===== src/sv/linear_regression_fit_defines.svh =====
// ============================================================================
// Linear regression fit - assertion macros
// Shared property wrappers used by the modules of the line-fit block.
// ============================================================================
`ifndef LINEAR_REGRESSION_FIT_DEFINES_SVH
`define LINEAR_REGRESSION_FIT_DEFINES_SVH

// Same-cycle implication, disabled while reset is asserted
`define LRF_ASSERT_IMPL(name, clk, rst_n, ante, cons, msg) \
    name: assert property (@(posedge clk) disable iff (!(rst_n)) (ante) |-> (cons)) \
        else $error(msg);

// Next-cycle implication, disabled while reset is asserted
`define LRF_ASSERT_NEXT(name, clk, rst_n, ante, cons, msg) \
    name: assert property (@(posedge clk) disable iff (!(rst_n)) (ante) |=> (cons)) \
        else $error(msg);

`endif


===== src/sv/lrf_pkg.sv =====
// ============================================================================
// Linear regression fit - package
// Sizes, payload types, status codes and sequencer encodings of the block.
// ============================================================================
package lrf_pkg;

    // Data set limits and number formats
    localparam int MAX_SAMPLES   = 1024;
    localparam int SAMPLE_BITS   = 16;
    localparam int FRACTION_BITS = 16;

    // Port field widths
    localparam int SAMPLE_W = 16;
    localparam int SLOPE_W  = 48;
    localparam int ICPT_W   = 64;
    localparam int COUNT_W  = 11;

    // Running sums
    localparam int LOG_N  = $clog2(MAX_SAMPLES);
    localparam int CNT_W  = $clog2(MAX_SAMPLES + 1);
    localparam int SX_W   = SAMPLE_BITS + LOG_N + 1;
    localparam int SXX_W  = 2 * SAMPLE_BITS + LOG_N - 1;
    localparam int SXY_W  = 2 * SAMPLE_BITS + LOG_N;

    // Solver datapath
    localparam int MA_W   = SXY_W + 2;
    localparam int MB_W   = SX_W + 1;
    localparam int P_W    = MA_W + MB_W;
    localparam int SLH_W  = SLOPE_W / 2;
    localparam int ACC_W  = SLOPE_W + SX_W + 1;
    localparam int DEN_W  = 2 * SAMPLE_BITS + 2 * LOG_N;
    localparam int DVD_W  = ACC_W + FRACTION_BITS;
    localparam int STEP_W = $clog2(DVD_W);

    // Queue of finished data sets
    localparam int Q_DEPTH  = 2;
    localparam int Q_PTR_W  = (Q_DEPTH > 1) ? $clog2(Q_DEPTH) : 1;
    localparam int Q_FILL_W = $clog2(Q_DEPTH + 1);

    typedef enum logic [1:0] {
        FIT_OK       = 2'd0,
        FIT_ZERO_DEN = 2'd1,
        FIT_DROPPED  = 2'd2
    } t_fit_status;

    typedef struct packed {
        logic signed [SAMPLE_W-1:0] x_sample;
        logic signed [SAMPLE_W-1:0] y_sample;
        logic                       last_pair;
    } t_pair_in;

    typedef struct packed {
        logic signed [SLOPE_W-1:0] slope_q16;
        logic signed [ICPT_W-1:0]  intercept_q16;
        logic [COUNT_W-1:0]        pair_count;
        t_fit_status               fit_status;
    } t_fit_out;

    // Sums of one finished data set
    typedef struct packed {
        logic [CNT_W-1:0]        cnt;
        logic signed [SX_W-1:0]  sx;
        logic signed [SX_W-1:0]  sy;
        logic [SXX_W-1:0]        sxx;
        logic signed [SXY_W-1:0] sxy;
        logic                    dropped;
    } t_snap;

    typedef enum logic [2:0] {
        BK_IDLE,
        BK_MUL,
        BK_ACC,
        BK_DIV,
        BK_FIN,
        BK_OUT
    } t_bk_state;

    // Multiply passes of the solver
    typedef enum logic [2:0] {
        OP_N_SXX,
        OP_SX_SX,
        OP_N_SXY,
        OP_SX_SY,
        OP_SLO_SX,
        OP_SHI_SX
    } t_op;

endpackage


===== src/sv/lrf_accum.sv =====
// ============================================================================
// Linear regression fit - accumulator front end
// Takes one pair per cycle unless the queue is full, updates count and sums,
// hands a finished data set to the queue on the last pair and clears for the next set.
// ============================================================================
`include "linear_regression_fit_defines.svh"

module lrf_accum (
    input  logic             i_clk,
    input  logic             i_rst_n,
    input  logic             i_push,
    input  lrf_pkg::t_pair_in i_pair,
    input  logic             i_q_full,
    output logic             o_snap_push,
    output lrf_pkg::t_snap   o_snap
);
    import lrf_pkg::*;

    logic                          accept;
    logic                          room;
    logic signed [SAMPLE_BITS-1:0] x_val;
    logic signed [SAMPLE_BITS-1:0] y_val;
    logic signed [2*SAMPLE_BITS-1:0] xx;
    logic signed [2*SAMPLE_BITS-1:0] xy;

    logic [CNT_W-1:0]        r_cnt, n_cnt;
    logic signed [SX_W-1:0]  r_sx, n_sx;
    logic signed [SX_W-1:0]  r_sy, n_sy;
    logic [SXX_W-1:0]        r_sxx, n_sxx;
    logic signed [SXY_W-1:0] r_sxy, n_sxy;
    logic                    r_drop, n_drop;

    assign accept = i_push && !i_q_full;
    assign room   = r_cnt < CNT_W'(MAX_SAMPLES);
    assign x_val  = i_pair.x_sample[SAMPLE_BITS-1:0];
    assign y_val  = i_pair.y_sample[SAMPLE_BITS-1:0];

    // Square and cross product of the incoming pair
    assign xx = x_val * x_val;
    assign xy = x_val * y_val;

    // Sum update, snapshot on the last pair, then clear
    always_comb begin
        n_cnt  = r_cnt;
        n_sx   = r_sx;
        n_sy   = r_sy;
        n_sxx  = r_sxx;
        n_sxy  = r_sxy;
        n_drop = r_drop;
        if (accept && room) begin
            n_cnt = r_cnt + 1'b1;
            n_sx  = r_sx + SX_W'(x_val);
            n_sy  = r_sy + SX_W'(y_val);
            n_sxx = r_sxx + SXX_W'($unsigned(xx));
            n_sxy = r_sxy + SXY_W'(xy);
        end
        if (accept && !room) begin
            n_drop = 1'b1;
        end

        o_snap.cnt     = n_cnt;
        o_snap.sx      = n_sx;
        o_snap.sy      = n_sy;
        o_snap.sxx     = n_sxx;
        o_snap.sxy     = n_sxy;
        o_snap.dropped = n_drop;
        o_snap_push    = accept && i_pair.last_pair;

        if (o_snap_push) begin
            n_cnt  = '0;
            n_sx   = '0;
            n_sy   = '0;
            n_sxx  = '0;
            n_sxy  = '0;
            n_drop = 1'b0;
        end
    end

    // Sum registers
    always_ff @(posedge i_clk) begin
        if (!i_rst_n) begin
            r_cnt  <= '0;
            r_sx   <= '0;
            r_sy   <= '0;
            r_sxx  <= '0;
            r_sxy  <= '0;
            r_drop <= 1'b0;
        end else begin
            r_cnt  <= n_cnt;
            r_sx   <= n_sx;
            r_sy   <= n_sy;
            r_sxx  <= n_sxx;
            r_sxy  <= n_sxy;
            r_drop <= n_drop;
        end
    end

    // Checks
    `LRF_ASSERT_IMPL(a_cnt_cap, i_clk, i_rst_n, 1'b1, r_cnt <= CNT_W'(MAX_SAMPLES), "count above capacity")
    `LRF_ASSERT_NEXT(a_last_clears, i_clk, i_rst_n, accept && i_pair.last_pair, r_cnt == '0 && !r_drop && r_sxx == '0, "sums not cleared after last pair")
    `LRF_ASSERT_NEXT(a_drop_sets, i_clk, i_rst_n, accept && !room && !i_pair.last_pair, r_drop && r_cnt == CNT_W'(MAX_SAMPLES), "pair beyond capacity not flagged")

endmodule


===== config.mk =====
export PLATFORM = sky130hd
export DESIGN_NAME = lrf_accum
export DESIGN_NICKNAME = d
export VERILOG_FILES = /design/src/sv/lrf_pkg.sv /design/src/sv/lrf_accum.sv
export VERILOG_INCLUDE_DIRS = /design/src /design/src/sv
export SDC_FILE = /design/constraint.sdc
export NUM_CORES = 2
export LEC_CHECK = 0
export BUFFER_PORTS_ARGS = -buffer_cell sky130_fd_sc_hd__buf_2
export CAP_MARGIN = 30
export CORE_MARGIN = 3
export CORE_UTILIZATION = 35
export CTS_BUF_LIST = sky130_fd_sc_hd__clkbuf_4 sky130_fd_sc_hd__clkbuf_8 sky130_fd_sc_hd__clkbuf_16
export CTS_CLUSTER_SIZE = 30
export DETAILED_ROUTE_END_ITERATION = 8
export MAX_ROUTING_LAYER = met4
export SLEW_MARGIN = 20
export SYNTH_ARGS = -nofsm -noshare
export SYNTH_HDL_FRONTEND = slang
export SYNTH_SLANG_ARGS = --single-unit

===== constraint.sdc =====
create_clock -name i_clk -period 6.6 [get_ports i_clk]
set_input_delay 0 -clock i_clk [delete_from_list [all_inputs] [get_ports i_clk]]
set_output_delay 0 -clock i_clk [all_outputs]
set_load 0.02 [all_outputs]

==> flow_summary_export.csv <==
group,metric,value,unit
route,drtPass1Iterations,5,
setup_path,startpoint_type,"input port",
clock_network,clk_pin_slew,0.09,ns
placement,port_buffers,186,
setup_path,crit_path_end_kind,"output port",
synth,syn_area_per_cell,8.82,um^2
synth,yosys_warnings,0,
setup_path,crit_top_cell,"fa_1",
min_path,holdCritPathClass,"in2reg",
global_routing,overflow,0,
clock_network,insertion_delay,0.52,ns
synth,async_flop_share,0,%
die,die-height,303,um
die,die_w,303,um
synth,syn_inst,3504,
setup_path,cp.required,6.60,ns
die,start_util,35.5,%
synth,ys_seq_area_share,9.65,%
flow_run,drv_cap,0,
timing,skew,0.0257,ns
placement,gp_congestion,0.878,
synth,synth.mux.area_fraction,0.947,%
setup_path,cp_top_family,"adder cells",
placement,dp_hpwl,69.0,mm
timing,fmax,142,MHz
outcome,violations,"negative setup slack",
timing,relSlewSlack,40.1,%
clock_network,cts_tree,"done",
route,drtAntennaViolNets,0,
setup_path,max_stage_delay,0.53,ns
timing,finalHoldViolations,0,
outcome,status,"finished with violations",
synth,synth_area,30900,um^2
synth,synthDistinctLibCells,72,
cells_and_area,drive_gt1_share,21.8,%
clock_network,cts.root.buffer_cell,"clkbuf_16",
timing,period_share,107,%
timing,worst_pin_slew,0.896,ns
synth,synth_edf_count,0,
global_routing,grt_pass1_wl,137,mm
synth,synth_simple_gate_area_share,14.9,%
setup_path,crit_type,"in2out",
clock_network,cts_max_level,4,
setup_path,crit_buf_inv,7,
synth,synth_compound_area_share,11.2,%
timing,finalSetupViolCount,24,
route,drt_iter0_drc,1164,
timing,hold_ws,0.0477,ns
setup_path,critPathArrivalTime,7.04,ns
synth,synth_flop_cell,"dfxtp_1",
clock_network,cts.sinks,149,
global_routing,grt_pass1_vias,26272,
setup_path,critical_path_peak_fanout,8,
placement,place_ws,-0.740,ns
global_routing,grt_max_degree,74,
timing,finalSetupTns,-6.34,ns
cells_and_area,nNetsFinal,4911,
global_routing,antenna_found_initial,1,
clock_network,cts_made_buffers,17,
timing,rsz0062_at_grt,"true",
placement,dpl_cell_area,36000,um^2
die,ioPinCount,187,
synth,ys_seq_elements,149,
synth,synth_fa_ha_area_share,49.3,%
die,die_area,91900,um^2
timing,maxSlewViolCount,0,
route,vias,24817,
clock_network,ctsLongestPathBuffers,2,
synth,yosys.area_share.xor_xnor,4.47,%
route,routed_wl,84.5,mm
route,viasPerCell,4.80,
die,row_count,108,
route,wl_per_cell,16.3,um
cells_and_area,area_growth,24.3,%
timing,post-route-min-period,7.04,ns
synth,synth_top_family_by_area,"adder cells",
timing,fin_ws,-0.436,ns
synth,synth_nets,4412,
cells_and_area,fin_area,38400,um^2
die,core_area,87200,um^2
route,drc_errors,0,
setup_path,critPathSlowestCell,"fa_1",
global_routing,grt_use_total,19.7,%
==> final cells by class <==
cell class / count / area [um^2]
multi-input combinational: 2569 / 26100
sequential: 149 / 2980
tap: 1155 / 1450
timing repair buffer: 603 / 4780
inverter: 663 / 2490
clock inverter: 15 / 203
clock buffer: 17 / 425
fill: 8497 / 48700
antenna: 2 / 5.00
==> timing repair <==
action / in CTS / in global routing
resized for setup: 201 / 130
hold buffers: 2 / 0
pin swaps: 96 / 76
setup endpoints to repair: 49 / 55
endpoints found under the hold margin: 1 / 0
setup buffers: 36 / 23
gates cloned: 0 / 1
==> stage by stage <==
stage	std cells	util [%]
final	5173	44.1
after detailed placement	5085	41.3
after global placement	5084	41.3
after floorplan	3504	-
after global routing	5172	44.1
after CTS	5152	43.2
==> registers in the layout, summed over array words and instances (netlist names) <==
register  count
r_cnt        11
r_sx         27
r_sxy        42
r_drop        1
r_sy         27
r_sxx        41
==> cells in the final DEF (no fill, tap or decap), types with 20 or more instances in the layout <==
master	instances
a21o_1	69
nand3_1	32
xor2_1	52
nor2_1	105
ha_1	270
xnor2_1	91
nand2_1	464
dfxtp_1	149
a21oi_2	33
buf_2	146
a21oi_1	131
buf_6	61
nand2b_1	26
buf_12	22
o21ai_0	90
and2_1	212
buf_4	359
inv_1	647
and3_1	20
fa_1	566
==> synth_stat cells (all sizes together), types with 8 or more instances <==
cell type  number  area [um^2]
buf            11         43.8
xor2           61          542
a21oi         167          866
nand3          33          165
inv           662         2480
nand2         484         1820
mux2i           9         90.1
clkbuf        112          420
fa            578        11600
and2          227         1420
o21a           21          158
xnor2          96          841
nor2b          20          125
a211o           8         70.1
a31oi          20          131
o21bai         18          135
nor2          109          409
dfxtp         149         2980
a211oi         16          120
o31ai          15          140
nor3           18         90.1
ha            293         3670
o21ai         131          671
nand2b         29          181
and3           20          125
a21o           69          518
nand4          16          100
o22ai           8         56.3
mux2           18          203
==> worst paths after layout <==
path	from	to	slack (ns)	cells past startpoint
worst max-delay path	i_pair[26]	o_snap[72]	-0.44	35
worst max register to register	r_sxy[15]$_SDFF_PP0_	r_sxy[40]$_SDFF_PP0_	1.00	21
worst min-delay path	i_pair[24]	r_sx[7]$_SDFF_PP0_	0.05	5
worst min register to register	r_sy[17]$_SDFF_PP0_	r_sy[17]$_SDFF_PP0_	0.48	2
==> cell families after synthesis <==
logic type	count (synthesis)
AND/OR/NAND/NOR	982
adder cells (fa/ha/maj)	871
buffers and inverters	786
AO/OA/AOI/OAI	532
XOR/XNOR	157
flip-flops	149
multiplexers	27
==> per-layer routing <==
layer / part of all wire, % / GRT usage [%] / wire, um / vias up
met5: 0 / - / 0 / -
met4: 1.6 / 4.05 / 1350 / 0
met3: 6.0 / 3.91 / 5090 / 75
met2: 48 / 32.1 / 40900 / 477
met1: 44 / 25.4 / 37200 / 12291
li1: - / - / - / 11974
==> worst min-delay path: stages <==
cell	delay (ns)
buf_12	0.09
ha_1	0.20
xnor2_1	0.09
nand2_1	0.08
a21oi_1	0.06
Power is left out: the tool's default activity adds up to more than one toggle a clock period on the data nets, which glitch-free logic cannot reach.
