$ cat config.mk
export PLATFORM = sky130hd
export DESIGN_NAME = lrf_solver
export DESIGN_NICKNAME = d
export VERILOG_FILES = /design/src/sv/lrf_pkg.sv /design/src/sv/lrf_solver.sv
export VERILOG_INCLUDE_DIRS = /design/src /design/src/sv
export SDC_FILE = /design/constraint.sdc
export NUM_CORES = 2
export LEC_CHECK = 0
export BUFFER_PORTS_ARGS = -buffer_cell sky130_fd_sc_hd__buf_2
export CORE_MARGIN = 3
export CORE_UTILIZATION = 50
export CTS_CLUSTER_DIAMETER = 60
export CTS_CLUSTER_SIZE = 28
export DETAILED_ROUTE_END_ITERATION = 12
export GPL_ROUTABILITY_DRIVEN = 0
export PLACE_DENSITY = 0.66
export SLEW_MARGIN = 5
export SYNTH_ARGS = -nofsm -noshare
export SYNTH_HDL_FRONTEND = slang
export SYNTH_SLANG_ARGS = --single-unit
$ cat constraint.sdc
create_clock -name i_clk -period 50.9 [get_ports i_clk]
set_input_delay 5.09 -clock i_clk [delete_from_list [all_inputs] [get_ports i_clk]]
set_output_delay 5.09 -clock i_clk [all_outputs]
set_load 0.02 [all_outputs]
$ cat src/sv/linear_regression_fit_defines.svh
// ============================================================================
// Linear regression fit - assertion macros
// Shared property wrappers used by the modules of the line-fit block.
// ============================================================================
`ifndef LINEAR_REGRESSION_FIT_DEFINES_SVH
`define LINEAR_REGRESSION_FIT_DEFINES_SVH

// Same-cycle implication, disabled while reset is asserted
`define LRF_ASSERT_IMPL(name, clk, rst_n, ante, cons, msg) \
    name: assert property (@(posedge clk) disable iff (!(rst_n)) (ante) |-> (cons)) \
        else $error(msg);

// Next-cycle implication, disabled while reset is asserted
`define LRF_ASSERT_NEXT(name, clk, rst_n, ante, cons, msg) \
    name: assert property (@(posedge clk) disable iff (!(rst_n)) (ante) |=> (cons)) \
        else $error(msg);

`endif

$ cat src/sv/lrf_pkg.sv
// ============================================================================
// Linear regression fit - package
// Sizes, payload types, status codes and sequencer encodings of the block.
// ============================================================================
package lrf_pkg;

    // Data set limits and number formats
    localparam int MAX_SAMPLES   = 1024;
    localparam int SAMPLE_BITS   = 16;
    localparam int FRACTION_BITS = 16;

    // Port field widths
    localparam int SAMPLE_W = 16;
    localparam int SLOPE_W  = 48;
    localparam int ICPT_W   = 64;
    localparam int COUNT_W  = 11;

    // Running sums
    localparam int LOG_N  = $clog2(MAX_SAMPLES);
    localparam int CNT_W  = $clog2(MAX_SAMPLES + 1);
    localparam int SX_W   = SAMPLE_BITS + LOG_N + 1;
    localparam int SXX_W  = 2 * SAMPLE_BITS + LOG_N - 1;
    localparam int SXY_W  = 2 * SAMPLE_BITS + LOG_N;

    // Solver datapath
    localparam int MA_W   = SXY_W + 2;
    localparam int MB_W   = SX_W + 1;
    localparam int P_W    = MA_W + MB_W;
    localparam int SLH_W  = SLOPE_W / 2;
    localparam int ACC_W  = SLOPE_W + SX_W + 1;
    localparam int DEN_W  = 2 * SAMPLE_BITS + 2 * LOG_N;
    localparam int DVD_W  = ACC_W + FRACTION_BITS;
    localparam int STEP_W = $clog2(DVD_W);

    // Queue of finished data sets
    localparam int Q_DEPTH  = 2;
    localparam int Q_PTR_W  = (Q_DEPTH > 1) ? $clog2(Q_DEPTH) : 1;
    localparam int Q_FILL_W = $clog2(Q_DEPTH + 1);

    typedef enum logic [1:0] {
        FIT_OK       = 2'd0,
        FIT_ZERO_DEN = 2'd1,
        FIT_DROPPED  = 2'd2
    } t_fit_status;

    typedef struct packed {
        logic signed [SAMPLE_W-1:0] x_sample;
        logic signed [SAMPLE_W-1:0] y_sample;
        logic                       last_pair;
    } t_pair_in;

    typedef struct packed {
        logic signed [SLOPE_W-1:0] slope_q16;
        logic signed [ICPT_W-1:0]  intercept_q16;
        logic [COUNT_W-1:0]        pair_count;
        t_fit_status               fit_status;
    } t_fit_out;

    // Sums of one finished data set
    typedef struct packed {
        logic [CNT_W-1:0]        cnt;
        logic signed [SX_W-1:0]  sx;
        logic signed [SX_W-1:0]  sy;
        logic [SXX_W-1:0]        sxx;
        logic signed [SXY_W-1:0] sxy;
        logic                    dropped;
    } t_snap;

    typedef enum logic [2:0] {
        BK_IDLE,
        BK_MUL,
        BK_ACC,
        BK_DIV,
        BK_FIN,
        BK_OUT
    } t_bk_state;

    // Multiply passes of the solver
    typedef enum logic [2:0] {
        OP_N_SXX,
        OP_SX_SX,
        OP_N_SXY,
        OP_SX_SY,
        OP_SLO_SX,
        OP_SHI_SX
    } t_op;

endpackage

$ cat src/sv/lrf_solver.sv
// ============================================================================
// Linear regression fit - solver back end
// Forms the denominator and numerators with one shared multiplier, runs two
// bit-serial divisions if the denominator is nonzero, saturates, and holds the result for the consumer.
// ============================================================================
`include "linear_regression_fit_defines.svh"

module lrf_solver (
    input  logic             i_clk,
    input  logic             i_rst_n,
    input  logic             i_q_empty,
    output logic             o_q_pop,
    input  lrf_pkg::t_snap   i_snap,
    input  logic             i_pop,
    output logic             o_empty,
    output lrf_pkg::t_fit_out o_fit
);
    import lrf_pkg::*;

    localparam logic [DVD_W-1:0] SlopePos = (DVD_W'(1) << (SLOPE_W - 1)) - DVD_W'(1);
    localparam logic [DVD_W-1:0] IcptPos  = (DVD_W'(1) << (ICPT_W - 1)) - DVD_W'(1);

    t_bk_state                r_state, n_state;
    t_op                      r_op, n_op;
    t_snap                    r_snap, n_snap;
    logic signed [P_W-1:0]    r_prod, n_prod;
    logic signed [ACC_W-1:0]  r_acc, n_acc;
    logic [DEN_W-1:0]         r_den, n_den;
    logic [DEN_W-1:0]         r_rem, n_rem;
    logic [DVD_W-1:0]         r_dq, n_dq;
    logic                     r_neg, n_neg;
    logic                     r_div_slope, n_div_slope;
    logic [STEP_W-1:0]        r_step, n_step;
    logic signed [SLOPE_W-1:0] r_slope, n_slope;
    logic signed [ICPT_W-1:0] r_icpt, n_icpt;
    t_fit_status              r_status, n_status;
    t_fit_out                 r_out, n_out;
    logic                     r_out_valid, n_out_valid;

    logic signed [MA_W-1:0]   mul_a;
    logic signed [MB_W-1:0]   mul_b;
    logic signed [P_W-1:0]    mul_p;
    logic signed [ACC_W-1:0]  prod_ext;
    logic signed [ACC_W-1:0]  sy_q;
    logic signed [ACC_W-1:0]  sub_lhs;
    logic signed [ACC_W-1:0]  sub_rhs;
    logic signed [ACC_W-1:0]  acc_diff;
    logic [ACC_W-1:0]         diff_abs;
    logic                     den_bad;
    logic [DEN_W:0]           rem_sh;
    logic [DEN_W:0]           rem_diff;
    logic                     q_bit;
    logic [DVD_W-1:0]         sat_lim;
    logic [DVD_W-1:0]         sat_mag;
    logic [DVD_W-1:0]         sat_val;

    assign o_empty = !r_out_valid;
    assign o_fit   = r_out;

    // Shared multiplier operand select
    always_comb begin
        unique case (r_op)
            OP_N_SXX: begin
                mul_a = MA_W'(r_snap.sxx);
                mul_b = MB_W'(r_snap.cnt);
            end
            OP_SX_SX: begin
                mul_a = MA_W'(r_snap.sx);
                mul_b = MB_W'(r_snap.sx);
            end
            OP_N_SXY: begin
                mul_a = MA_W'(r_snap.sxy);
                mul_b = MB_W'(r_snap.cnt);
            end
            OP_SX_SY: begin
                mul_a = MA_W'(r_snap.sy);
                mul_b = MB_W'(r_snap.sx);
            end
            OP_SLO_SX: begin
                mul_a = MA_W'(r_slope[SLH_W-1:0]);
                mul_b = MB_W'(r_snap.sx);
            end
            OP_SHI_SX: begin
                mul_a = MA_W'($signed(r_slope[SLOPE_W-1:SLH_W]));
                mul_b = MB_W'(r_snap.sx);
            end
            default: begin
                mul_a = '0;
                mul_b = '0;
            end
        endcase
    end

    assign mul_p = mul_a * mul_b;

    // One subtractor serves denominator, numerator and intercept terms
    assign prod_ext = ACC_W'(r_prod);
    assign sy_q     = ACC_W'(r_snap.sy) <<< FRACTION_BITS;
    assign sub_lhs  = (r_op == OP_SLO_SX) ? sy_q : r_acc;
    assign sub_rhs  = (r_op == OP_SHI_SX) ? (prod_ext <<< SLH_W) : prod_ext;
    assign acc_diff = sub_lhs - sub_rhs;
    assign diff_abs = acc_diff[ACC_W-1] ? (~acc_diff + 1'b1) : acc_diff;
    assign den_bad  = acc_diff[ACC_W-1] || (acc_diff == '0) || (r_snap.cnt == '0);

    // Restoring division step
    assign rem_sh   = {r_rem, r_dq[DVD_W-1]};
    assign rem_diff = rem_sh - {1'b0, r_den};
    assign q_bit    = !rem_diff[DEN_W];

    // Saturation of the finished quotient
    assign sat_lim = (r_div_slope ? SlopePos : IcptPos) + DVD_W'(r_neg);
    assign sat_mag = (r_dq > sat_lim) ? sat_lim : r_dq;
    assign sat_val = r_neg ? (~sat_mag + 1'b1) : sat_mag;

    // Sequencer: next state and datapath control
    always_comb begin
        n_state     = r_state;
        n_op        = r_op;
        n_snap      = r_snap;
        n_prod      = r_prod;
        n_acc       = r_acc;
        n_den       = r_den;
        n_rem       = r_rem;
        n_dq        = r_dq;
        n_neg       = r_neg;
        n_div_slope = r_div_slope;
        n_step      = r_step;
        n_slope     = r_slope;
        n_icpt      = r_icpt;
        n_status    = r_status;
        n_out       = r_out;
        n_out_valid = r_out_valid && !i_pop;
        o_q_pop     = 1'b0;

        unique case (r_state)
            BK_IDLE: begin
                if (!i_q_empty) begin
                    o_q_pop = 1'b1;
                    n_snap  = i_snap;
                    n_op    = OP_N_SXX;
                    n_state = BK_MUL;
                end
            end
            BK_MUL: begin
                n_prod  = mul_p;
                n_state = BK_ACC;
            end
            BK_ACC: begin
                unique case (r_op)
                    OP_N_SXX: begin
                        n_acc   = prod_ext;
                        n_op    = OP_SX_SX;
                        n_state = BK_MUL;
                    end
                    OP_SX_SX: begin
                        if (den_bad) begin
                            n_slope  = '0;
                            n_icpt   = '0;
                            n_status = FIT_ZERO_DEN;
                            n_state  = BK_OUT;
                        end else begin
                            n_den   = acc_diff[DEN_W-1:0];
                            n_op    = OP_N_SXY;
                            n_state = BK_MUL;
                        end
                    end
                    OP_N_SXY: begin
                        n_acc   = prod_ext;
                        n_op    = OP_SX_SY;
                        n_state = BK_MUL;
                    end
                    OP_SX_SY: begin
                        // slope = |num| * 2^F / D
                        n_neg       = acc_diff[ACC_W-1];
                        n_dq        = {diff_abs, FRACTION_BITS'(0)};
                        n_rem       = '0;
                        n_step      = STEP_W'(DVD_W - 1);
                        n_div_slope = 1'b1;
                        n_state     = BK_DIV;
                    end
                    OP_SLO_SX: begin
                        n_acc   = acc_diff;
                        n_op    = OP_SHI_SX;
                        n_state = BK_MUL;
                    end
                    OP_SHI_SX: begin
                        // intercept = |Sy*2^F - slope*Sx| / n
                        n_neg       = acc_diff[ACC_W-1];
                        n_dq        = DVD_W'(diff_abs);
                        n_den       = DEN_W'(r_snap.cnt);
                        n_rem       = '0;
                        n_step      = STEP_W'(DVD_W - 1);
                        n_div_slope = 1'b0;
                        n_state     = BK_DIV;
                    end
                    default: begin
                        n_state = BK_IDLE;
                    end
                endcase
            end
            BK_DIV: begin
                n_rem = q_bit ? rem_diff[DEN_W-1:0] : rem_sh[DEN_W-1:0];
                n_dq  = {r_dq[DVD_W-2:0], q_bit};
                if (r_step == '0) begin
                    n_state = BK_FIN;
                end else begin
                    n_step = r_step - 1'b1;
                end
            end
            BK_FIN: begin
                if (r_div_slope) begin
                    n_slope = sat_val[SLOPE_W-1:0];
                    n_op    = OP_SLO_SX;
                    n_state = BK_MUL;
                end else begin
                    n_icpt   = sat_val[ICPT_W-1:0];
                    n_status = r_snap.dropped ? FIT_DROPPED : FIT_OK;
                    n_state  = BK_OUT;
                end
            end
            BK_OUT: begin
                if (!r_out_valid || i_pop) begin
                    n_out.slope_q16     = r_slope;
                    n_out.intercept_q16 = r_icpt;
                    n_out.pair_count    = COUNT_W'(r_snap.cnt);
                    n_out.fit_status    = r_status;
                    n_out_valid         = 1'b1;
                    n_state             = BK_IDLE;
                end
            end
            default: begin
                n_state = BK_IDLE;
            end
        endcase
    end

    // Control registers
    always_ff @(posedge i_clk) begin
        if (!i_rst_n) begin
            r_state     <= BK_IDLE;
            r_out_valid <= 1'b0;
        end else begin
            r_state     <= n_state;
            r_out_valid <= n_out_valid;
        end
    end

    // Datapath registers
    always_ff @(posedge i_clk) begin
        r_op        <= n_op;
        r_snap      <= n_snap;
        r_prod      <= n_prod;
        r_acc       <= n_acc;
        r_den       <= n_den;
        r_rem       <= n_rem;
        r_dq        <= n_dq;
        r_neg       <= n_neg;
        r_div_slope <= n_div_slope;
        r_step      <= n_step;
        r_slope     <= n_slope;
        r_icpt      <= n_icpt;
        r_status    <= n_status;
        r_out       <= n_out;
    end

    // Checks
    `LRF_ASSERT_IMPL(a_zero_den_out, i_clk, i_rst_n, r_out_valid && r_out.fit_status == FIT_ZERO_DEN, r_out.slope_q16 == '0 && r_out.intercept_q16 == '0, "zero denominator with nonzero fit")
    `LRF_ASSERT_IMPL(a_div_den, i_clk, i_rst_n, r_state == BK_DIV, r_den != '0, "division by zero")
    `LRF_ASSERT_NEXT(a_div_step, i_clk, i_rst_n, r_state == BK_DIV && r_step != '0, r_state == BK_DIV && r_step == $past(r_step) - 1'b1, "division step count broken")
    `LRF_ASSERT_NEXT(a_out_hold, i_clk, i_rst_n, r_state == BK_OUT && r_out_valid && !i_pop, r_state == BK_OUT, "result lost while output busy")

endmodule

==> reports/qor.txt <==
Run status = completed
DIE WIDTH = 414 um
Mapped Area = 83200 um^2
Layout area overhead = 7.61%
Die area = 171000 um^2
Layout Nets = 10457
Post-synthesis register bit count = 748
Crit path time final = 11.78 ns
Share of cells above drive strength 1 = 7.45%
Synth Flop Type = edfxtp_1
Routed WL = 276000 um
H-tree depth = 3
Final setup violation count = 0
CTS max path bufs = 3
Arrival time of the worst setup path = 12.22 ns
Synthesized area per cell = 9.62 um^2
Total CTS buffers = 68
Slowest CP cell = a221o_1
Drt wl/cell = 25.3 um
Endpoints failing hold = 0
Total GRT Usage = 32.3%
Post-synth EDFFs = 744
Initial core utilization = 50.4%
Post-DP HPWL = 218000 um
Clk_skew = 0.0904 ns
Clock sinks = 748
Setup_tns = 0 ns
Hold Crit Class = reg2reg
Setup CP Type = reg2reg
Async SR Flop Fraction = 0%
Max FO, Critical Path = 38
Worst-Skew Late Latency = 0.73 ns
RSZ-0062 raised after global routing = false
Leading cell type in the layout, fill and taps excluded = nand2_1
CP Launch Type = flip-flop
Commonest cells after routing, fill and taps aside = 1293 x nand2_1, 1274 x inv_1, 1202 x fa_1
Num ports = 280
Post_cts resized = 0
Slowest stage delay, CP = 1.09 ns
Max Cap Viol = 0
Slew Viols, Final = 0
Seq/Total Area, Yosys = 27.0%
I/O Buffers = 279
Via count = 66249
DR iter-0 viols = 7471
Vias in the first global route = 66864
Number of library cell types mapped by synthesis = 104
Initial antenna violation count = 13
Detail Route Antenna Nets = 0
Hold_buf cts = 0
Worst-Margin Slew = 1.47 ns
First-pass GRT wire length = 414000 um
CP most frequent cell = fa_1
Setup bufs post-CTS = 0
Cell Rows = 149
DRT Pass-1 Iters = 9
WP data required = 51.34 ns
Syn nets = 10411
Slew headroom = 2.25%
Die Y = 414 um
FMAX = 84.9 MHz
DRC Markers = 0
Core Box Area = 165000 um^2
Root buffer cell = clkbuf_16
Crit. End Element = flip-flop
Yosys Warn Count = 0
Post-DR vias/cell = 6.06
Mapped Cells = 8643
Remaining global-route overflow = 0
Crit share post-route = 23.1%
Clock tree from TritonCTS = built
Largest net degree at the start of global routing = 182
Clock transition at the registers of the reported paths = 0.08 ns
flip-flops by register name, summed over array words and instances, names as in the netlist, 2 cells and up:
signal    flops
o_fit       125
r_acc        76
r_den        52
r_dq         92
r_icpt       64
r_op          3
r_prod       72
r_rem        52
r_slope      48
r_snap      149
r_state       3
r_status      2
r_step        7
metal layers:
metal  share of wire (%)  up-vias  track usage [%]
met1                  36    32811             40.8
met3                  11     1046             8.07
met4                 8.1        8             20.5
li1                    -    28596                -
met2                  45     3788             49.7
met5               0.026        -                0
critical path, delay by kind of cell (launching register included):
kind | cells | cell delay (ns)
AND/OR/NAND/NOR | 6 | 2.47
adder cells (fa/ha/maj) | 9 | 4.27
flip-flops | 1 | 0.36
buffers and inverters | 6 | 0.57
XOR/XNOR | 1 | 0.15
AO/OA/AOI/OAI | 9 | 3.65
cell usage after synthesis (10+ instances only):
cell | number | share of area, %
nor2b_1 | 50 | 0.38
o21bai_1 | 27 | 0.24
nor2_1 | 765 | 3.5
a221o_1 | 36 | 0.43
mux2i_1 | 141 | 1.7
a221oi_1 | 27 | 0.28
and4_1 | 23 | 0.24
nand2b_1 | 27 | 0.20
a41oi_1 | 17 | 0.18
ha_1 | 413 | 6.2
and3_1 | 42 | 0.32
o31a_1 | 12 | 0.13
o41ai_1 | 15 | 0.16
a21o_1 | 177 | 1.6
or4_1 | 13 | 0.12
o31ai_1 | 49 | 0.44
inv_1 | 1276 | 5.8
a31oi_1 | 64 | 0.48
o22ai_1 | 23 | 0.17
a311oi_1 | 11 | 0.12
and2_1 | 75 | 0.56
a22o_1 | 34 | 0.36
xnor2_1 | 162 | 1.7
nand3_1 | 90 | 0.54
xor2_1 | 89 | 0.94
clkbuf_1 | 375 | 1.7
o21ai_1 | 18 | 0.11
nor4_1 | 41 | 0.31
or3_1 | 39 | 0.29
o22a_1 | 17 | 0.18
or2_2 | 16 | 0.12
nand4_1 | 65 | 0.49
a21oi_1 | 372 | 2.2
o21a_1 | 56 | 0.51
nand2_1 | 1298 | 5.9
buf_1 | 42 | 0.19
edfxtp_1 | 744 | 27
a21boi_0 | 10 | 0.090
a22oi_1 | 21 | 0.19
nor3_1 | 97 | 0.58
o211ai_1 | 33 | 0.30
a211oi_1 | 38 | 0.34
o21ai_0 | 314 | 1.9
fa_1 | 1202 | 29
buf_2 | 20 | 0.12
cell type report:
type / count / area (um^2)
diodes: 2 / 5.00
clock buffers: 72 / 1760
clock inverters: 53 / 798
fillers: 14714 / 75700
inverters: 1279 / 4800
multi-input cells: 6173 / 54500
flip-flops and latches: 748 / 22400
well taps: 2189 / 2740
repair buffers: 419 / 2480
cell families after synthesis:
family                     Yosys count  share of synthesized area, %
adders and majority gates         1615                          35.1
AOI/OAI and AO/OA                 1466                          11.6
xor gates and xnor gates           254                          2.70
DFF                                748                          27.0
and+or+nand+nor                   2688                          14.0
buffers and inverters             1722                          7.83
muxes                              150                          1.82
through the flow:
| step | cells | worst slack, ns | area, um^2 | utilization [%] | hold slack [ns] |
|---|---|---|---|---|---|
| 2_1_floorplan | 8643 | 26.19 | 83200 | - | 0.400 |
| 3_3_place_gp | 10808 | 39.35 | 86900 | 52.6 | 0.401 |
| 3_5_place_dp | 10808 | 39.30 | 86900 | 52.6 | 0.405 |
| 4_1_cts | 10933 | 39.30 | 89500 | 54.2 | 0.391 |
| 5_1_grt | 10934 | 38.54 | 89500 | 54.2 | 0.393 |
| 6_report | 10935 | 39.12 | 89500 | 54.2 | 0.384 |
final timing paths:
kind	start	to	slack [ns]	depth (start not counted)
worst min-delay path	r_icpt[56]	o_fit[69]	0.38	0
worst max register to register	r_op[2]	r_prod[70]	39.12	31
worst min register to register	r_icpt[56]	o_fit[69]	0.38	0
worst max-delay path	r_op[2]	r_prod[70]	39.12	31
Power is not shown: default switching activity piles up to over one toggle a cycle in this logic, so the estimate is an artifact.
