$ cat src/sv/linear_regression_fit_defines.svh
// ============================================================================
// Linear regression fit - assertion macros
// Shared property wrappers used by the modules of the line-fit block.
// ============================================================================
`ifndef LINEAR_REGRESSION_FIT_DEFINES_SVH
`define LINEAR_REGRESSION_FIT_DEFINES_SVH

// Same-cycle implication, disabled while reset is asserted
`define LRF_ASSERT_IMPL(name, clk, rst_n, ante, cons, msg) \
    name: assert property (@(posedge clk) disable iff (!(rst_n)) (ante) |-> (cons)) \
        else $error(msg);

// Next-cycle implication, disabled while reset is asserted
`define LRF_ASSERT_NEXT(name, clk, rst_n, ante, cons, msg) \
    name: assert property (@(posedge clk) disable iff (!(rst_n)) (ante) |=> (cons)) \
        else $error(msg);

`endif

$ cat src/sv/lrf_pkg.sv
// ============================================================================
// Linear regression fit - package
// Sizes, payload types, status codes and sequencer encodings of the block.
// ============================================================================
package lrf_pkg;

    // Data set limits and number formats
    localparam int MAX_SAMPLES   = 1024;
    localparam int SAMPLE_BITS   = 16;
    localparam int FRACTION_BITS = 16;

    // Port field widths
    localparam int SAMPLE_W = 16;
    localparam int SLOPE_W  = 48;
    localparam int ICPT_W   = 64;
    localparam int COUNT_W  = 11;

    // Running sums
    localparam int LOG_N  = $clog2(MAX_SAMPLES);
    localparam int CNT_W  = $clog2(MAX_SAMPLES + 1);
    localparam int SX_W   = SAMPLE_BITS + LOG_N + 1;
    localparam int SXX_W  = 2 * SAMPLE_BITS + LOG_N - 1;
    localparam int SXY_W  = 2 * SAMPLE_BITS + LOG_N;

    // Solver datapath
    localparam int MA_W   = SXY_W + 2;
    localparam int MB_W   = SX_W + 1;
    localparam int P_W    = MA_W + MB_W;
    localparam int SLH_W  = SLOPE_W / 2;
    localparam int ACC_W  = SLOPE_W + SX_W + 1;
    localparam int DEN_W  = 2 * SAMPLE_BITS + 2 * LOG_N;
    localparam int DVD_W  = ACC_W + FRACTION_BITS;
    localparam int STEP_W = $clog2(DVD_W);

    // Queue of finished data sets
    localparam int Q_DEPTH  = 2;
    localparam int Q_PTR_W  = (Q_DEPTH > 1) ? $clog2(Q_DEPTH) : 1;
    localparam int Q_FILL_W = $clog2(Q_DEPTH + 1);

    typedef enum logic [1:0] {
        FIT_OK       = 2'd0,
        FIT_ZERO_DEN = 2'd1,
        FIT_DROPPED  = 2'd2
    } t_fit_status;

    typedef struct packed {
        logic signed [SAMPLE_W-1:0] x_sample;
        logic signed [SAMPLE_W-1:0] y_sample;
        logic                       last_pair;
    } t_pair_in;

    typedef struct packed {
        logic signed [SLOPE_W-1:0] slope_q16;
        logic signed [ICPT_W-1:0]  intercept_q16;
        logic [COUNT_W-1:0]        pair_count;
        t_fit_status               fit_status;
    } t_fit_out;

    // Sums of one finished data set
    typedef struct packed {
        logic [CNT_W-1:0]        cnt;
        logic signed [SX_W-1:0]  sx;
        logic signed [SX_W-1:0]  sy;
        logic [SXX_W-1:0]        sxx;
        logic signed [SXY_W-1:0] sxy;
        logic                    dropped;
    } t_snap;

    typedef enum logic [2:0] {
        BK_IDLE,
        BK_MUL,
        BK_ACC,
        BK_DIV,
        BK_FIN,
        BK_OUT
    } t_bk_state;

    // Multiply passes of the solver
    typedef enum logic [2:0] {
        OP_N_SXX,
        OP_SX_SX,
        OP_N_SXY,
        OP_SX_SY,
        OP_SLO_SX,
        OP_SHI_SX
    } t_op;

endpackage

$ cat src/sv/lrf_queue.sv
// ============================================================================
// Linear regression fit - data set queue
// Short queue of finished sums between the accumulator and the solver.
// ============================================================================
`include "linear_regression_fit_defines.svh"

module lrf_queue (
    input  logic           i_clk,
    input  logic           i_rst_n,
    input  logic           i_push,
    input  lrf_pkg::t_snap i_data,
    output logic           o_full,
    input  logic           i_pop,
    output logic           o_empty,
    output lrf_pkg::t_snap o_data
);
    import lrf_pkg::*;

    t_snap               r_slot [Q_DEPTH];
    logic [Q_PTR_W-1:0]  r_wr_ptr, n_wr_ptr;
    logic [Q_PTR_W-1:0]  r_rd_ptr, n_rd_ptr;
    logic [Q_FILL_W-1:0] r_fill, n_fill;
    logic                push_ok;
    logic                pop_ok;

    assign o_full  = r_fill == Q_FILL_W'(Q_DEPTH);
    assign o_empty = r_fill == '0;
    assign o_data  = r_slot[r_rd_ptr];
    assign push_ok = i_push && !o_full;
    assign pop_ok  = i_pop && !o_empty;

    // Pointer and fill update
    always_comb begin
        n_wr_ptr = r_wr_ptr;
        n_rd_ptr = r_rd_ptr;
        n_fill   = r_fill;
        if (push_ok) begin
            n_wr_ptr = (r_wr_ptr == Q_PTR_W'(Q_DEPTH - 1)) ? '0 : r_wr_ptr + 1'b1;
        end
        if (pop_ok) begin
            n_rd_ptr = (r_rd_ptr == Q_PTR_W'(Q_DEPTH - 1)) ? '0 : r_rd_ptr + 1'b1;
        end
        if (push_ok && !pop_ok) begin
            n_fill = r_fill + 1'b1;
        end else if (pop_ok && !push_ok) begin
            n_fill = r_fill - 1'b1;
        end
    end

    always_ff @(posedge i_clk) begin
        if (!i_rst_n) begin
            r_wr_ptr <= '0;
            r_rd_ptr <= '0;
            r_fill   <= '0;
        end else begin
            r_wr_ptr <= n_wr_ptr;
            r_rd_ptr <= n_rd_ptr;
            r_fill   <= n_fill;
        end
    end

    // Slot storage
    always_ff @(posedge i_clk) begin
        if (push_ok) begin
            r_slot[r_wr_ptr] <= i_data;
        end
    end

    // Checks
    `LRF_ASSERT_IMPL(a_fill_cap, i_clk, i_rst_n, 1'b1, r_fill <= Q_FILL_W'(Q_DEPTH), "queue fill above depth")
    `LRF_ASSERT_NEXT(a_fill_inc, i_clk, i_rst_n, push_ok && !pop_ok, r_fill == $past(r_fill) + 1'b1, "fill did not grow on push")
    `LRF_ASSERT_NEXT(a_fill_dec, i_clk, i_rst_n, pop_ok && !push_ok, r_fill == $past(r_fill) - 1'b1, "fill did not shrink on pop")

endmodule

$ cat config.mk
export PLATFORM = sky130hd
export DESIGN_NAME = lrf_queue
export DESIGN_NICKNAME = d
export VERILOG_FILES = /design/src/sv/lrf_pkg.sv /design/src/sv/lrf_queue.sv
export VERILOG_INCLUDE_DIRS = /design/src /design/src/sv
export SDC_FILE = /design/constraint.sdc
export NUM_CORES = 1
export LEC_CHECK = 0
export BUFFER_PORTS_ARGS = -buffer_cell sky130_fd_sc_hd__buf_2
export CORE_MARGIN = 10
export CORE_UTILIZATION = 23
export DETAILED_ROUTE_END_ITERATION = 8
export PLACE_DENSITY = 0.53
export RECOVER_POWER = 100
export SLEW_MARGIN = 0
export SYNTH_ARGS = -nofsm -noshare
export SYNTH_HDL_FRONTEND = slang
export SYNTH_SLANG_ARGS = --single-unit
$ cat constraint.sdc
create_clock -name i_clk -period 6.8 [get_ports i_clk]
set_input_delay 0.34 -clock i_clk [delete_from_list [all_inputs] [get_ports i_clk]]
set_output_delay 0.34 -clock i_clk [all_outputs]
set_load 0.005 [all_outputs]
==> flow_summary.toml, run 1 <==
[clock_network]
clkTransAtPathRegs_ns = 0.06
clock_latency_ns = 0.52
clock_path_buffers = 3
cts_buffers = 35
hold_buffers = 149
htreeDepth = 2
post_cts_buffers = 0
cts_tree = "built"
cts_sinks = 303
cts_resized = 0
clock_tree.root_cell = "clkbuf_16"

[synthesis]
synth_top_area_share_pct = 78.4
syn_area_um2 = 11400
yosysTopAreaCell = "edfxtp_1"
yosysSeqAreaShare_pct = 79.3
dominantRegCellSynth = "edfxtp_1"
syn_inst = 489
syn_nets = 643
avgSynthCellArea_um2 = 23.3
ys_ff_latch = 303
async_flop_share_pct = 0
synth_cell_types = 21
synthTopCellsByArea = "edfxtp_1, mux2_4, mux2_2"
yosys_warnings = 0
synth_edf_count = 298

[setup_path]
crit_path_start_kind = "flip-flop"
cp_max_fo = 62
reg2regPathDepth = 4
r2r_slack_ns = 2.31
cp.required_ns = 6.85
timing.rr.start = "r_fill[0]$_SDFFE_PN0P_"
endpoint_kind = "flip-flop"
path_class = "reg2reg"
crit_slowest_cell = "clkbuf_1"
cpPeakStageDelay_ns = 2.64
crit_chain = "nand2b_1, inv_1, nor3_1, clkbuf_1"
worst_r2r_endpoint = "r_slot[0][73]$_DFFE_PP_"
crit_end = "r_slot[0][73]$_DFFE_PP_"
cp_num_buf_inv = 2
startpoint = "r_fill[0]$_SDFFE_PN0P_"
cp.depth = 4
worst_ep_arrival_time_ns = 4.54
crit_family = "buffers and inverters"

[placement]
hpwl_um = 17700
io_buffers = 303
place_inst = 1446
place_congestion = 0.705
dp_worst_setup_slack_ns = 4.04

[drt]
dr.pass1.iters = 4
wl_per_cell_um = 16.5
dr_total_vias = 6246
drt_first_iter_violations = 212
drt-total-wl_um = 27400
drcViolationCount = 0
ant_nets = 0
vias_per_cell = 3.76

[floorplanning]
start_util_pct = 23.3
core_area_um2 = 49000
die-area_um2 = 58900
fp-row-count = 81
die_x_um = 243
die_y_um = 243
pin_count = 304

[grt]
track_usage_pct = 8.97
antenna_found_initial = 6
grt_pass1_vias = 6887
grt_remaining_overflow = 0
grt_pass1_wl_um = 41700
grt_max_degree = 66

[outcome]
violations = "capacitance limit, slew limit"
status = "finished, violations left"

[pwr]
ir_drop_v = 0.000204
power_density_nw_per_um2 = 344
leakage_nw = 5.43

[finish]
synthToLayoutAreaGrowth_pct = 37.4
final_cells = 1659
fin_nets = 1122
mostFrequentLayoutCells = "edfxtp_1, clkbuf_1, dlygate4sd3_1, buf_2, mux2_1"
drive_gt1_share_pct = 24.8
mostFrequentLayoutCell = "edfxtp_1"
fin_util_pct = 32.0

[sta]
fmax_mhz = 223
fin_crit_sh_pct = 66.0
slew_headroom_pct = -150
setup_tns_ns = 0
worst_pin_slew_ns = 3.75
finalHoldViolCount = 0
final-setup-viol-count = 0
fin_crit_ns = 4.49
fin_ws_ns = 2.31
worst_clock_skew_ns = 0.0171
finalMaxSlewViolations = 176
rsz0062_at_grt = "false"

[min_path]
hold_path.class = "in2reg"

[flow_run]
drv_cap = 3
## synth_stat cells (2+ instances only)
library cell	n
edfxtp_1	298
nor2_1	2
mux2_2	48
and2_1	3
buf_2	3
inv_1	2
xnor2_1	2
buf_6	14
mux2_4	101
dfxtp_1	5
## how the worst min path moves through the flow
stage	startpoint	to	slack (ns)	cells after the start
6_report	i_rst_n	r_wr_ptr$_SDFFE_PN0P_	0.08	2
5_1_grt	i_rst_n	flip-flop	0.07	2
4_1_cts	i_rst_n	r_wr_ptr$_SDFFE_PN0P_	0.04	2
3_5_place_dp	r_fill[1]$_SDFFE_PN0P_	r_fill[1]$_SDFFE_PN0P_	0.52	2
3_3_place_gp	r_fill[1]$_SDFFE_PN0P_	r_fill[1]$_SDFFE_PN0P_	0.50	2
2_1_floorplan	i_data[0]	r_slot[0][0]$_DFFE_PP_	0.44	0
## power breakdown
| group | switching, W | internal [W] | total [W] | leakage [nW] |
|---|---|---|---|---|
| Clock | 0.000713 | 0.00111 | 0.00182 | 0.538 |
| Sequential | 0.0000928 | 0.00236 | 0.00246 | 2.82 |
| Combinational | 0.000592 | 0.000522 | 0.00111 | 2.06 |
## metal layers
| layer | vias to the layer above | track usage (%) | part of all wire [%] |
|---|---|---|---|
| met3 | 44 | 3.81 | 8.7 |
| met1 | 3054 | 10.7 | 43 |
| met5 | - | 0 | 0.15 |
| met4 | 6 | 3.09 | 2.1 |
| met2 | 230 | 14.3 | 46 |
| li1 | 2912 | - | - |
## worst reg2reg max path: cells and delay by family, from the launching register on
kind / cells / cell delay, ns
flops: 1 / 0.40
simple gates: 2 / 0.77
buf+inv: 2 / 2.71
## registers in the layout (all words and copies together) (netlist names), named ones only
name / cells
r_wr_ptr: 1
r_slot: 298
r_rd_ptr: 1
r_fill: 2
## stage by stage
| step | total power [W] | cell area, µm² | hold slack, ns |
|---|---|---|---|
| floorplan | 0.00331 | 11400 | 0.439 |
| global placement | 0.00381 | 13700 | 0.501 |
| detailed placement | 0.00381 | 13700 | 0.516 |
| CTS | 0.00575 | 16300 | 0.0367 |
| global route | 0.00569 | 15700 | 0.0679 |
| finish | 0.00539 | 15700 | 0.0798 |
## logic make-up after synthesis
| kind of cell | share of synthesized area (%) |
|---|---|
| AO/OA/AOI/OAI | 0.285 |
| buffers and inverters | 1.58 |
| AND/OR/NAND/NOR | 0.483 |
| multiplexers | 18.0 |
| adder cells (fa/ha/maj) | 0.110 |
| XOR/XNOR | 0.230 |
| flip-flops | 79.3 |
## final cells by class
cell class | count | area, µm²
sequential | 303 | 9050
fill | 4923 | 33300
timing repair buffer | 459 | 2860
tap | 664 | 831
antenna | 3 | 7.51
clock buffer | 48 | 967
multi-input combinational | 167 | 1810
clock inverter | 13 | 145
inverter | 2 | 7.51
Power figures use the tool's default switching activity.
==> inputs of run 2 (changes only) <==
--- a/config.mk
+++ b/config.mk
@@ -6,6 +6,7 @@
 export SDC_FILE = /design/constraint.sdc
 export NUM_CORES = 1
 export LEC_CHECK = 0
+export ABC_AREA = 1
 export BUFFER_PORTS_ARGS = -buffer_cell sky130_fd_sc_hd__buf_2
 export CORE_MARGIN = 10
 export CORE_UTILIZATION = 23
==> constraint.sdc (replaced) <==
create_clock -name i_clk -period 4 [get_ports i_clk]
set_input_delay 0.2 -clock i_clk [delete_from_list [all_inputs] [get_ports i_clk]]
set_output_delay 0.2 -clock i_clk [all_outputs]
set_load 0.005 [all_outputs]
==> flow_summary.toml, run 2 <==
[pwr]
leakage_nw = 5.49
switching_share_pct = 26.0
ir_drop_v = 0.000358
cellInternalPower_w = 0.00663
power.share.clock_pct = 34.0
power.switching_w = 0.00233
seqPwrFrac_pct = 46.0
power_density_nw_per_um2 = 570
power_frac_comb_pct = 19.9

[setup_path]
cp_max_fo = 39
r2r_slack_ns = 1.42
worst_r2r_endpoint = "r_slot[0][16]$_DFFE_PP_"
reg2regPathDepth = 4
timing.rr.start = "r_fill[1]$_SDFFE_PN0P_"
endpoint_kind = "output pin"
cp.required_ns = 3.80
worst_ep_arrival_time_ns = 2.51
crit_path_start_kind = "flip-flop"
path_class = "reg2out"

[min_path]
min_to = "r_rd_ptr$_SDFFE_PN0P_"
hp-start = "i_pop"
hold_path.class = "in2reg"
hold_path_depth = 5

[sta]
fin_hold_ws_ns = 0.104
final-setup-viol-count = 0
slew_headroom_pct = -6.15
fmax_mhz = 369
finalHoldViolCount = 0
fin_crit_sh_pct = 67.7
fin_crit_ns = 2.71
worst_clock_skew_ns = 0.0186
rsz0062_at_grt = "false"
finalMaxSlewViolations = 114
worst_pin_slew_ns = 1.59

[clock_network]
clkTransAtPathRegs_ns = 0.06
cts_buffers = 35
clock_tree.root_cell = "clkbuf_16"
cts_tree = "built"
htreeDepth = 2
clock_path_buffers = 3
post_cts_buffers = 0
clock_latency_ns = 0.53
cts_sinks = 303

[synthesis]
yosys_warnings = 0
syn_area_um2 = 11400
ys_ff_latch = 303
yosysMostFrequentCell = "edfxtp_1"
syn_nets = 656
dominantRegCellSynth = "edfxtp_1"
synth_cell_types = 14
synthTopCellsByArea = "edfxtp_1, mux2_4, mux2_2"
synth_top_area_share_pct = 78.4
yosysSeqAreaShare_pct = 79.2
async_flop_share_pct = 0
ys_top_cells_by_count = "edfxtp_1, mux2_4, mux2_2"
synth_edf_count = 298
syn_inst = 502
avgSynthCellArea_um2 = 22.7
yosysTopAreaCell = "edfxtp_1"

[finish]
fin_nets = 1136
synthToLayoutAreaGrowth_pct = 37.7
drive_gt1_share_pct = 26.2
largest_reg_flops = 298
final_cells = 1670
fin_util_pct = 32.1
regMostFlops = "r_slot"
mostFrequentLayoutCells = "edfxtp_1, buf_2, clkbuf_1, dlygate4sd3_1, mux2_1"
mostFrequentLayoutCell = "edfxtp_1"
reg_top3 = "r_slot x298, r_fill x2"

[grt]
grt_pass1_vias = 7102
antenna_found_initial = 2
track_usage_pct = 9.12
grt_remaining_overflow = 0
grt_pass1_wl_um = 42200
grt_max_degree = 94

[floorplanning]
start_util_pct = 23.3
die-area_um2 = 59000
die_x_um = 243
pin_count = 304
fp-row-count = 81
core_area_um2 = 49100
die_y_um = 243

[placement]
place_congestion = 0.695
io_buffers = 303
place_inst = 1459
hpwl_um = 17600

[drt]
drt-total-wl_um = 27600
ant_nets = 0
wl_per_cell_um = 16.5
vias_per_cell = 3.76
dr_total_vias = 6276
drcViolationCount = 0
drt_first_iter_violations = 308
dr.pass1.iters = 4

[outcome]
violations = "capacitance limit, slew limit"
status = "finished, violations left"

[flow_run]
drv_cap = 2
## run 2: cell count changes after synthesis, moves of 2 or more
cell     before  now
and2_1        3    0
nand2_1       0    6
inv_1         2    9
nor2_1        2   11
o21ai_0       1    3
xnor2_1       2    0
## run 2: critical path, cell delays in order, from the launching register on
cell	delay (ns)
dfxtp_1	0.48
clkbuf_2	0.89
mux2_1	0.43
buf_2	0.15
## run 2: final cells by class
cell class | instances | area [µm²]
fillers | 4947 | 33300
flip-flops and latches | 303 | 9050
repair buffers | 460 | 2900
multi-input cells | 173 | 1820
clock buffers | 42 | 945
well taps | 664 | 831
clock inverters | 18 | 143
inverters | 9 | 33.8
diodes | 1 | 2.50
## run 2: cells by family (layout without fill, tap and decap cells)
kind of cell    after synthesis  in the layout  share of synthesized area, %
buf+inv                      26            529                          1.81
flops                       303            303                          79.2
mux                         149            149                          18.0
other cells                   0              1                             0
fa+ha+maj                     1              1                         0.110
compound gates                4              4                         0.175
simple gates                 19             19                         0.657
## run 2: what timing repair did
action                    in CTS  in global routing
hold buffers                 150                  0
hold endpoints to repair     303                  0
resized for setup              0                  0
## run 2: power by group through the flow
stage               Sequential [W]  Clock (W)  Combinational [W]
floorplan                  0.00421          0            0.00125
global placement           0.00417          0            0.00208
detailed placement         0.00419          0            0.00209
CTS                        0.00412    0.00319            0.00222
global route               0.00417    0.00331            0.00198
finish                     0.00413    0.00305            0.00179
## run 2: worst max path at each step
stage                                    to                    from  slack, ns
floorplan            r_slot[0][0]$_DFFE_PP_  r_fill[0]$_SDFFE_PN0P_      -0.91
global placement    r_slot[1][43]$_DFFE_PP_  r_fill[0]$_SDFFE_PN0P_       2.03
detailed placement  r_slot[1][23]$_DFFE_PP_  r_fill[0]$_SDFFE_PN0P_       1.96
CTS                              o_data[34]               flip-flop       1.66
global route        r_slot[1][39]$_DFFE_PP_  r_fill[1]$_SDFFE_PN0P_       1.11
finish                           o_data[41]               flip-flop       1.29
## run 2: layer usage
layer / wire length [µm] / vias to the layer above / part of all wire [%] / GRT usage [%]
li1: - / 2936 / - / -
met1: 11100 / 3091 / 40 / 10.2
met2: 13500 / 201 / 49 / 15.3
met3: 2350 / 46 / 8.5 / 4.10
met4: 647 / 2 / 2.3 / 2.85
met5: 9 / - / 0.033 / 0
## run 2: stage by stage
stage               TNS, ns  setup WS (ns)  cell area (µm²)  power (W)
floorplan           -270.56         -0.908            11400    0.00546
global placement          0           2.03            13700    0.00625
detailed placement        0           1.96            13700    0.00628
CTS                       0           1.66            16300    0.00953
global route              0           1.11            15700    0.00946
finish                    0           1.29            15700    0.00896
==> inputs of run 3 (changes only) <==
--- a/config.mk
+++ b/config.mk
@@ -11,7 +11,7 @@
 export CORE_MARGIN = 10
 export CORE_UTILIZATION = 23
 export DETAILED_ROUTE_END_ITERATION = 8
-export PLACE_DENSITY = 0.53
+export PLACE_DENSITY = 0.51
 export RECOVER_POWER = 100
 export SLEW_MARGIN = 0
 export SYNTH_ARGS = -nofsm -noshare
==> constraint.sdc (replaced) <==
create_clock -name i_clk -period 2.5 [get_ports i_clk]
set_input_delay 0.125 -clock i_clk [delete_from_list [all_inputs] [get_ports i_clk]]
set_output_delay 0.125 -clock i_clk [all_outputs]
set_load 0.005 [all_outputs]
==> flow_summary.toml, run 3 (same netlist as run 2, synthesis figures left out) <==
[outcome]
status = "finished clean"

[clock_network]
htreeDepth = 2
clock_latency_ns = 0.53
clock_tree.root_cell = "clkbuf_16"
cts_buffers = 37
cts_sinks = 303
cts_tree = "built"
post_cts_buffers = 0
clock_path_buffers = 3
clkTransAtPathRegs_ns = 0.06

[grt]
grt_remaining_overflow = 0
antenna_found_initial = 3
grt_pass1_vias = 7138
track_usage_pct = 9.18
grt_max_degree = 82
grt_pass1_wl_um = 42500

[placement]
place_congestion = 0.711
place_inst = 1464
dp_worst_setup_slack_ns = 0.816
postPlaceCellArea_um2 = 13800
hpwl_um = 18400
io_buffers = 303

[drt]
drt-total-wl_um = 28000
ant_nets = 0
drt_first_iter_violations = 270
vias_per_cell = 3.78
dr_total_vias = 6351
wl_per_cell_um = 16.7
dr.pass1.iters = 5
drcViolationCount = 0

[setup_path]
endpoint_kind = "flip-flop"
path_class = "reg2reg"
worst_ep_arrival_time_ns = 2.31
cpPeakStageDelay_ns = 0.75
crit_chain = "o21ai_0, nor2_4, buf_4"
cp.required_ns = 2.64
crit_path_start_kind = "flip-flop"
cp_max_fo = 68
crit_slowest_cell = "buf_4"

[flow_run]
drv_cap = 0

[floorplanning]
fp-row-count = 81
core_area_um2 = 49100
start_util_pct = 23.3
pin_count = 304
die_y_um = 243
die-area_um2 = 59000
die_x_um = 243

[sta]
fin_ws_ns = 0.332
fin_hold_ws_ns = 0.314
worst_clock_skew_ns = 0.00846
fin_crit_sh_pct = 86.7
finalHoldViolCount = 0
fmax_mhz = 461
slew_headroom_pct = 32.9
finalMaxSlewViolations = 0
worst_pin_slew_ns = 1.01
rsz0062_at_grt = "false"
final-setup-viol-count = 0
setup_tns_ns = 0
fin_crit_ns = 2.17

[finish]
synthToLayoutAreaGrowth_pct = 39.3
largest_reg_flops = 298
mostFrequentLayoutCells = "edfxtp_1, clkbuf_1, dlygate4sd3_1, buf_2, mux2_1"
mostFrequentLayoutCell = "edfxtp_1"
regMostFlops = "r_slot"
fin_nets = 1145
nFillCells = 4967
drive_gt1_share_pct = 27.1
final_cells = 1681
reg_top3 = "r_slot x298, r_fill x2"
seqCellArea_um2 = 9050
multi_input_comb_area_um2 = 1860
final_area_um2 = 15900

[pwr]
cellInternalPower_w = 0.0107
ir_drop_v = 0.000560
power_density_nw_per_um2 = 913
switching_share_pct = 26.0
leakage_nw = 5.56
seqPwrFrac_pct = 45.6
power.share.clock_pct = 34.1
power.switching_w = 0.00378
power_frac_comb_pct = 20.3

[min_path]
hold_path.class = "in2reg"
-- run 3: cell types whose count changed in the layout (fill, tap and decap cells not counted), sizes merged --
cell,before,now
clkinvlp,0,3
bufinv,2,1
clkbuf,195,204
dlygate4sd3,150,152
diode,1,2
clkinv,15,14
inv,10,11
buf,157,154
-- run 3: metal layers --
| layer | up-vias | global-route usage (%) | wire length, µm |
|---|---|---|---|
| li1 | 2963 | - | - |
| met5 | - | 0 | 12 |
| met4 | 2 | 2.89 | 596 |
| met1 | 3133 | 10.4 | 11300 |
| met3 | 37 | 3.85 | 2240 |
| met2 | 216 | 15.4 | 13900 |
-- run 3: stage by stage --
stage	power [W]	util (%)
global placement	0.0101	28.2
floorplan	0.00871	-
finish	0.0145	32.4
CTS	0.0154	33.6
detailed placement	0.0101	28.2
global route	0.0153	32.4
-- run 3: final timing paths --
check	from	endpoint	slack (ns)	depth (start not counted)
setup / recovery	r_fill[0]$_SDFFE_PN0P_	r_slot[1][96]$_DFFE_PP_	0.33	3
hold / removal	i_data[81]	r_slot[1][81]$_DFFE_PP_	0.31	2
setup reg to reg	r_fill[0]$_SDFFE_PN0P_	r_slot[1][96]$_DFFE_PP_	0.33	3
hold reg to reg	r_rd_ptr$_SDFFE_PN0P_	r_rd_ptr$_SDFFE_PN0P_	0.51	2
-- run 3: timing repair --
action / in CTS / in global routing
endpoints found under the hold margin: 303 / 0
gates resized for setup: 0 / 0
hold buffers: 152 / 0
-- run 3: layout make-up --
type | count | area share, %
diodes | 2 | 0.0315
well taps | 664 | 5.22
multi-input cells | 173 | 11.7
flip-flops and latches | 303 | 56.9
repair buffers | 467 | 18.8
clock buffers | 43 | 6.23
clock inverters | 20 | 0.818
inverters | 9 | 0.212
-- run 3: worst max-delay path: cells and delay by family, from the launching register on --
family | cells | cell delay, ns
DFF | 1 | 0.40
buffers and inverters | 1 | 0.75
and+or+nand+nor | 1 | 0.20
AOI/OAI and AO/OA | 1 | 0.33
-- run 3: power groups by stage --
| stage | registers [W] | logic [W] | clock network, W |
|---|---|---|---|
| 3_3_place_gp | 0.00673 | 0.00338 | 0 |
| 3_5_place_dp | 0.00675 | 0.00338 | 0 |
| 5_1_grt | 0.00669 | 0.00326 | 0.00537 |
| 6_report | 0.00662 | 0.00295 | 0.00494 |
| 2_1_floorplan | 0.00670 | 0.00201 | 0 |
| 4_1_cts | 0.00665 | 0.00359 | 0.00517 |
